**src/rtl/utf8d_pkg.sv**
```systemverilog
// Shared types, constants and lead-byte helpers for the UTF-8 stream decoder.
package utf8d_pkg;

  // Result status codes
  typedef enum logic [1:0] {
    ST_VALID   = 2'd0,
    ST_INVALID = 2'd1,
    ST_END     = 2'd2
  } status_t;

  localparam int CpWidth    = 31;
  localparam int LenWidth   = 3;
  localparam int QueueDepth = 4;
  localparam int QueueAw    = $clog2(QueueDepth);

  localparam logic [LenWidth-1:0] MaxLenReset = 3'd4;

  // One result item
  typedef struct packed {
    logic [CpWidth-1:0] code_point;
    status_t            status;
    logic               last_of_run;
  } result_t;

  // Results produced by one input transfer
  typedef struct packed {
    logic [1:0] count;
    result_t    first;
    result_t    second;
  } step_out_t;

  // Sequence length from the lead byte; zero for bytes that cannot lead
  function automatic logic [LenWidth-1:0] lead_length(input logic [7:0] b);
    logic [LenWidth-1:0] len;
    len = 3'd0;
    case (b) inside
      8'b0???????: len = 3'd1;
      8'b110?????: len = 3'd2;
      8'b1110????: len = 3'd3;
      8'b11110???: len = 3'd4;
      8'b111110??: len = 3'd5;
      8'b1111110?: len = 3'd6;
      default:     len = 3'd0;
    endcase
    return len;
  endfunction

  // Payload bits that a lead byte of the given length carries
  function automatic logic [7:0] lead_payload_mask(input logic [LenWidth-1:0] len);
    logic [7:0] mask;
    mask = 8'h00;
    case (len)
      3'd1:    mask = 8'h7f;
      3'd2:    mask = 8'h1f;
      3'd3:    mask = 8'h0f;
      3'd4:    mask = 8'h07;
      3'd5:    mask = 8'h03;
      3'd6:    mask = 8'h01;
      default: mask = 8'h00;
    endcase
    return mask;
  endfunction

endpackage

```
**src/rtl/utf8_stream_decoder.sv**
```systemverilog
// Top level of the UTF-8 stream decoder: decode step and result queue.
//
// Takes one byte per input transfer and returns one code point per completed
// UTF-8 sequence, with invalid and end-of-input reports. Each input transfer
// is decoded in the cycle it is accepted and its zero, one or two results
// land in a four-entry result queue, so a result is registered in the queue
// before it is offered. The block sustains one byte per cycle; in_ready
// drops only while the result queue holds more than two entries, which
// happens when the output side stalls or an end marker yields two results.
// The maximum sequence length (max_len) is written through cfg_we/cfg_wdata and resets to 4.
module utf8_stream_decoder (
  input  logic        clk,
  input  logic        rst,
  input  logic        in_valid,
  output logic        in_ready,
  input  logic [7:0]  byte_value,
  input  logic        end_marker,
  output logic        out_valid,
  input  logic        out_ready,
  output logic [30:0] code_point,
  output logic [1:0]  status,
  output logic        last_of_run,
  input  logic        cfg_we,
  input  logic [2:0]  cfg_wdata
);
  import utf8d_pkg::*;

  logic                fire;
  logic                pop;
  step_out_t           step_out;
  result_t             queue [QueueDepth];
  logic [QueueAw-1:0]  head;
  logic [QueueAw-1:0]  tail;
  logic [QueueAw:0]    count;
  logic [QueueAw:0]    push_n;
  result_t             head_entry;

  assign fire   = in_valid & in_ready;
  assign pop    = out_valid & out_ready;
  assign push_n = fire ? {{(QueueAw-1){1'b0}}, step_out.count} : '0;

  utf8d_core u_core (
    .clk        (clk),
    .rst        (rst),
    .fire       (fire),
    .byte_value (byte_value),
    .end_marker (end_marker),
    .cfg_we     (cfg_we),
    .cfg_wdata  (cfg_wdata),
    .step_out   (step_out)
  );

  // Accept a byte while room for two results remains
  assign in_ready = (count <= (QueueAw+1)'(QueueDepth - 2));

  // Store new results at the tail
  always_ff @(posedge clk) begin
    if (fire && step_out.count != 2'd0) begin
      queue[tail] <= step_out.first;
      if (step_out.count == 2'd2) begin
        queue[tail + QueueAw'(1)] <= step_out.second;
      end
    end
  end

  // Advance pointers and occupancy
  always_ff @(posedge clk) begin
    if (rst) begin
      head  <= '0;
      tail  <= '0;
      count <= '0;
    end else begin
      tail  <= tail + push_n[QueueAw-1:0];
      if (pop) begin
        head <= head + QueueAw'(1);
      end
      count <= count + push_n - {{QueueAw{1'b0}}, pop};
    end
  end

  // Present the oldest result
  assign head_entry  = queue[head];
  assign out_valid   = (count != '0);
  assign code_point  = head_entry.code_point;
  assign status      = head_entry.status;
  assign last_of_run = head_entry.last_of_run;

endmodule

```
**src/rtl/utf8d_core.sv**
```systemverilog
// Sequence state and per-byte decode step of the UTF-8 stream decoder.
module utf8d_core (
  input  logic                clk,
  input  logic                rst,
  input  logic                fire,
  input  logic [7:0]          byte_value,
  input  logic                end_marker,
  input  logic                cfg_we,
  input  logic [2:0]          cfg_wdata,
  output utf8d_pkg::step_out_t step_out
);
  import utf8d_pkg::*;

  logic [LenWidth-1:0] max_len;
  logic [LenWidth-1:0] bytes_pending, bytes_pending_next;
  logic [CpWidth-1:0]  accumulator, accumulator_next;
  logic                sequence_bad, sequence_bad_next;
  logic                skipping, skipping_next;

  logic [LenWidth-1:0] len;
  logic [LenWidth-1:0] pend_dec;
  logic                cont_bad;
  logic [CpWidth-1:0]  acc_shift;

  assign len       = lead_length(byte_value);
  assign pend_dec  = bytes_pending - 3'd1;
  assign cont_bad  = (byte_value[7:6] != 2'b10);
  assign acc_shift = {accumulator[CpWidth-7:0], byte_value[5:0]};

  // Decode one byte against the current sequence state
  always_comb begin
    bytes_pending_next = bytes_pending;
    accumulator_next   = accumulator;
    sequence_bad_next  = sequence_bad;
    skipping_next      = skipping;
    step_out           = '0;
    step_out.first.status  = ST_VALID;
    step_out.second.status = ST_VALID;

    if (end_marker) begin
      // End of input: flush an open sequence as invalid, then report end
      if (bytes_pending != '0 && !skipping) begin
        step_out.count              = 2'd2;
        step_out.first.status       = ST_INVALID;
        step_out.second.status      = ST_END;
        step_out.second.last_of_run = 1'b1;
      end else begin
        step_out.count             = 2'd1;
        step_out.first.status      = ST_END;
        step_out.first.last_of_run = 1'b1;
      end
      bytes_pending_next = '0;
      accumulator_next   = '0;
      sequence_bad_next  = 1'b0;
      skipping_next      = 1'b0;
    end else if (bytes_pending != '0) begin
      bytes_pending_next = pend_dec;
      if (skipping) begin
        // Drop the byte; leave skip mode after the last one
        if (pend_dec == '0) begin
          skipping_next = 1'b0;
        end
      end else if (pend_dec != '0) begin
        sequence_bad_next = sequence_bad | cont_bad;
        accumulator_next  = acc_shift;
      end else begin
        // Final continuation byte closes the sequence
        step_out.count             = 2'd1;
        step_out.first.last_of_run = 1'b1;
        if (sequence_bad | cont_bad) begin
          step_out.first.status = ST_INVALID;
        end else begin
          step_out.first.code_point = acc_shift;
        end
        accumulator_next  = '0;
        sequence_bad_next = 1'b0;
      end
    end else begin
      step_out.count             = 2'd1;
      step_out.first.last_of_run = 1'b1;
      if (len == '0) begin
        step_out.first.status = ST_INVALID;
      end else if (len > max_len) begin
        // Lead too long: report now and swallow its trailing bytes
        step_out.first.status = ST_INVALID;
        bytes_pending_next    = len - 3'd1;
        skipping_next         = (len != 3'd1);
        accumulator_next      = '0;
        sequence_bad_next     = 1'b0;
      end else if (len == 3'd1) begin
        step_out.first.code_point = {{(CpWidth-8){1'b0}}, byte_value};
      end else begin
        // Open a multi-byte sequence
        step_out.count             = 2'd0;
        step_out.first.last_of_run = 1'b0;
        accumulator_next   = {{(CpWidth-8){1'b0}}, byte_value & lead_payload_mask(len)};
        bytes_pending_next = len - 3'd1;
        sequence_bad_next  = 1'b0;
        skipping_next      = 1'b0;
      end
    end
  end

  // Advance sequence state on each input transfer
  always_ff @(posedge clk) begin
    if (rst) begin
      bytes_pending <= '0;
      accumulator   <= '0;
      sequence_bad  <= 1'b0;
      skipping      <= 1'b0;
    end else if (fire) begin
      bytes_pending <= bytes_pending_next;
      accumulator   <= accumulator_next;
      sequence_bad  <= sequence_bad_next;
      skipping      <= skipping_next;
    end
  end

  // Hold the configured maximum sequence length
  always_ff @(posedge clk) begin
    if (rst) begin
      max_len <= MaxLenReset;
    end else if (cfg_we) begin
      max_len <= cfg_wdata;
    end
  end

endmodule
```
**config.mk**
```make
export PLATFORM = sky130hd
export DESIGN_NAME = utf8_stream_decoder
export DESIGN_NICKNAME = d
export VERILOG_FILES = /design/src/rtl/utf8d_pkg.sv /design/src/rtl/utf8_stream_decoder.sv /design/src/rtl/utf8d_core.sv
export SDC_FILE = /design/constraint.sdc
export NUM_CORES = 1
export LEC_CHECK = 0
export BUFFER_PORTS_ARGS = -buffer_cell sky130_fd_sc_hd__buf_2
export CAP_MARGIN = 20
export CORE_ASPECT_RATIO = 1.25
export CORE_MARGIN = 3
export CORE_UTILIZATION = 60
export CTS_BUF_LIST = sky130_fd_sc_hd__clkbuf_8 sky130_fd_sc_hd__clkbuf_16
export CTS_CLUSTER_DIAMETER = 50
export DETAILED_ROUTE_END_ITERATION = 10
export HOLD_SLACK_MARGIN = 0.03
export PLACE_DENSITY_LB_ADDON = 0.3
export SLEW_MARGIN = 10
export SYNTH_ARGS = -nofsm -noshare
export SYNTH_HDL_FRONTEND = slang
export SYNTH_HIERARCHICAL = 1
export SYNTH_SLANG_ARGS = --single-unit
```
**constraint.sdc**
```tcl
create_clock -name clk -period 15.4 [get_ports clk]
set_input_delay 0.77 -clock clk [delete_from_list [all_inputs] [get_ports clk]]
set_output_delay 0.77 -clock clk [all_outputs]
set_load 0.05 [all_outputs]
```
After elaboration in Yosys (flattened, before gate mapping)
Memory sizes are Yosys's and may differ from the RTL's. A register that Yosys moved wholly into a read port is not among the register bits.
Cells that the tools add are included.
{"block": "op_classes", "n_bitwise": 4, "mux": 67, "add_sub_neg": 7, "reduce_logical": 11, "n_lt_le_gt_ge": 2, "n_eq_ne": 17}
{"op": "$mux 25", "count": 7}
{"op": "$mux 36", "count": 2}
{"op": "$mux 33", "count": 2}
{"op": "$mux 31", "count": 2}
{"op": "$mux 8", "count": 6}
{"op": "$mux 3", "count": 14}
{"op": "$mux 35", "count": 1}
{"op": "$mux 1", "count": 25}
{"op": "$pmux 5 s5", "count": 1}
{"op": "$mux 2", "count": 7}
{"op": "$eq 3x3->1 const B", "count": 4}
{"op": "$reduce_bool 3->1", "count": 3}
{"op": "$and 8x8->8", "count": 1}
{"op": "$eq 7x7->1 const B", "count": 1}
{"op": "$eq 3x2->1 const B", "count": 2}
{"op": "$eq 6x6->1 const B", "count": 1}
{"op": "$logic_not 3->1", "count": 2}
{"op": "$sub 3x1->3 const B", "count": 2}
{"op": "$eq 5x5->1 const B", "count": 1}
{"op": "$add 2x1->2 const B", "count": 2}
{"op": "$eq 4x4->1 const B", "count": 1}
{"op": "$ne 4x2->1 const B", "count": 1}
{"op": "$reduce_and 4->1", "count": 1}
{"op": "$add 3x2->3", "count": 1}
{"op": "16 further kinds", "count": 18}
{"block": "word_totals", "ff_bits": 40, "wordCells": 117, "ramBits": 136, "mem_count": 1}
{"name": "queue", "depth": 4, "width": 34, "rd": 1, "rd_ports_with_merged_regs": 1, "write_ports": 2, "line": "utf8_stream_decoder.sv:31", "source": "result_t queue [QueueDepth];"}

Longest topological paths before layout
{"block": "depth", "depth_word": 20, "mapped_depth": 21}

By module
Netlist, hierarchy kept.
{"mod": "utf8_stream_decoder", "n_inst": 1, "cells_per_inst": 391, "area_per_inst_um2": 7156.9}
{"mod": "utf8d_core", "n_inst": 1, "cells_per_inst": 302, "area_per_inst_um2": 2449.8}

Least setup slack after synthesis
No wires, ideal clock.
{"block": "synth_path", "path_kind": "input to register", "startpoint": "input byte_value[3]", "endpoint": "memory queue[1][0] (netlist bit) (enable)", "setup_slack_ps": 9863, "cell_stages": 12, "t_arrival_ps": 5060, "setup_time_ps": 477, "t_required_ps": 14923, "path_buffers": 1, "path_cell_list": "nand2_1 > o211ai_1 > nand3_1 > inv_1 > ha_1 > a211oi_1 > o22ai_1 > a21oi_1 > a21oi_1 > buf_4 > nand2b_1 > a211oi_1"}
{"element": "start: declaration", "line": "utf8_stream_decoder.sv:16", "source": "input logic [7:0] byte_value,"}
{"element": "end: declaration", "line": "utf8_stream_decoder.sv:31"}

==> metrics <==
status=complete, no violations; critical path fanouts, max=34; Post-synth EDFFs=136; Cells after DPL=928; VDD IR max=114.0 uV; CTS Hold Bufs=0; ys flop type=edfxtp_1; num rows=51; Synth top cells by count=edfxtp_1 (136), mux2_2 (127), nand2_1 (54), dfxtp_1 (42), buf_4 (37); fmax=0.2290 GHz; Post-Synthesis Mean Instance Area=13.86 sq um; post-synthesis cell count=693; total CTS buffers=17; count of cell types in the netlist=59; Worst Tran Pin Value=1.041 ns; Final Cell Area=0.01046 sq mm; total track usage=0.2343; Multi-input gate area=0.004245 sq mm; Area Overhead vs Synth=8.922%; die area=0.01757 sq mm; reg2reg setup slack=11.44 ns; # IOs=53; Routed WL per cell=20.19 um; total setup buffers inserted after CTS=0; mapped cell area=0.009607 sq mm; WS Path Type=input port to register; Non-Filler Instances=960; Skew-Pair Late Insertion Delay=0.43 ns; Place WS=10.62 ns; FFs w/ async S/R, synth=0; synth top area cells=edfxtp_1 (43%), mux2_2 (15%), dfxtp_1 (8.8%), mux4_2 (8.0%), buf_4 (2.9%); final setup vio count=0; Pre-antenna DRT Iters=4; CP Launch Point=byte_value[2]; HPWL after detailed placement=12,170 um; Seq/Total Area, Yosys=0.5126; count leader, synth=edfxtp_1; worst setup margin=11.03 ns; share of cells above drive strength 1=0.3610; hold slack final=0.4569 ns; Hold Path Class=register to register; top cell type's share of synthesized area=0.4251; clock tree from TritonCTS=yes; first-pass GRT wire length=31,860 um; input/output buffers=52; clock slew at reported path FFs=0.06 ns; Slew HR=0.3048; Antenna diodes=0; Routed WL=19,390 um; vias in the first global route=5,964; synthesized flop and latch total=178; RSZ-0062 raised after global routing=false; YS warnings=6; skew final=0.01318 ns; DRC=0; Starting Density=0.6145; WP data required=15.57 ns; Vias/cell=5.851; total gr overflow=0; Final period util=0.2836; clock sinks=178; max-cap violation count=0; Slew Viols, Final=0; critical path arrival=4.53 ns; Reg area=0.004926 sq mm; Layout fillers=1,104; # H-tree levels=4; Hold Fails Final Rpt=0; post_cts resized=0; Detailed Route Iter0 Violations=464; die span in x=119.2 um; Placeable Area=0.01563 sq mm; Longest Clk Path Bufs=2; dpl cell area=0.009839 sq mm; type of origin of the critical path=input port; via total after detailed routing=5,617; Pleak=4.034 nW; Final #Nets=768; largest net degree at the start of global routing=35; area leader, netlist=edfxtp_1; crit path time final=4.367 ns; Die Span Y=147.5 um; initial antenna violation count=0; r2r startpoint=u_core/bytes_pending[0]; Final GP Congestion=0.8694; Antenna Violating Nets Remaining=0; root buf cell=clkbuf_16; hold path start=u_core/accumulator[22]; setup tns final=0 ns; Pwr Density=146.9 mW/mm^2; Worst setup EP type=register
-- cells in the final DEF (no fill, tap or decap), types with 4 or more instances in the layout --
cell       instances
edfxtp_1         136
mux2_2           127
nand2_1           54
buf_2             52
dfxtp_1           41
mux4_2            34
conb_1            32
and2_1            31
inv_1             24
mux2i_1           23
clkbuf_16         20
nor2_1            15
ha_1              15
o21ai_0           10
mux2_1             9
a21oi_1            9
nor2b_1            8
buf_4              8
nand4_1            5
nand3_1            5
nand4_4            4
nand2b_1           4
a31oi_1            4
clkbuf_8           4
a211oi_1           4
a32o_1             4
nor3_1             4
-- sequential cells by signal (all words and copies together) (netlist names), named ones only --
| name | cells |
|---|---|
| tail | 2 |
| head | 2 |
| count | 3 |
| u_core/accumulator | 25 |
| u_core/bytes_pending | 3 |
| u_core/max_len | 3 |
| u_core/sequence_bad | 1 |
| queue | 136 |
| u_core/skipping | 1 |
-- kinds of logic (layout without fill, tap and decap cells) --
kind of cell / after synthesis / count (layout) / share of synthesized area
simple gates: 149 / 149 / 0.08830
fa+ha+maj: 16 / 16 / 0.02162
other cells: 1 / 32 / 0.0003904
flops: 178 / 178 / 0.5126
buf+inv: 90 / 114 / 0.06304
compound gates: 60 / 60 / 0.04545
mux: 193 / 193 / 0.2631
xor+xnor: 6 / 6 / 0.005471
-- report_power, final --
group	total [mW]	internal [mW]	leakage (nW)	switching, mW
clock network	0.440	0.268	0.322	0.172
logic	0.506	0.159	2.09	0.347
registers	0.591	0.574	1.62	0.0179
total	1.54	1.00	4.03	0.537
-- final timing paths --
kind                                                to  depth (start not counted)
worst max-delay path                      queue[1][23]                         13
worst min-delay path            u_core/accumulator[22]                          2
worst max register to register             queue[1][8]                          9
worst min register to register  u_core/accumulator[22]                          2
-- cell type report --
class,instances,area share
Inverter,22,0.007892
Clock inverter,8,0.006577
Timing Repair Buffer,60,0.03061
Multi-Input combinational cell,456,0.4057
Clock buffer,24,0.05309
Tap cell,212,0.02535
Sequential cell,178,0.4708
-- metal layers --
metal	wire [um]	up-vias	global-route usage
li1	-	2652	-
met1	7939	2835	0.2962
met2	10410	110	0.4096
met3	719	20	0.04669
met4	319	0	0.06899
met5	0	-	0
-- through the flow --
step	power (mW)	utilization
global route	1.600	0.6693
global placement	1.100	0.6294
floorplan	1.014	-
finish	1.537	0.6693
detailed placement	1.111	0.6294
CTS	1.550	0.6693
-- critical path, stage by stage --
cell and delay, ns:
buf_2 0.14, nand2_1 0.06, o211ai_1 0.15, nand3_1 0.17, inv_1 0.15, ha_1 0.28
a211oi_1 0.37, o22ai_1 0.16, a21oi_1 0.21, a21oi_1 0.24, and2b_1 0.52, nand4_4 0.70
mux2_1 0.60
(Power assumes the default switching activity.)
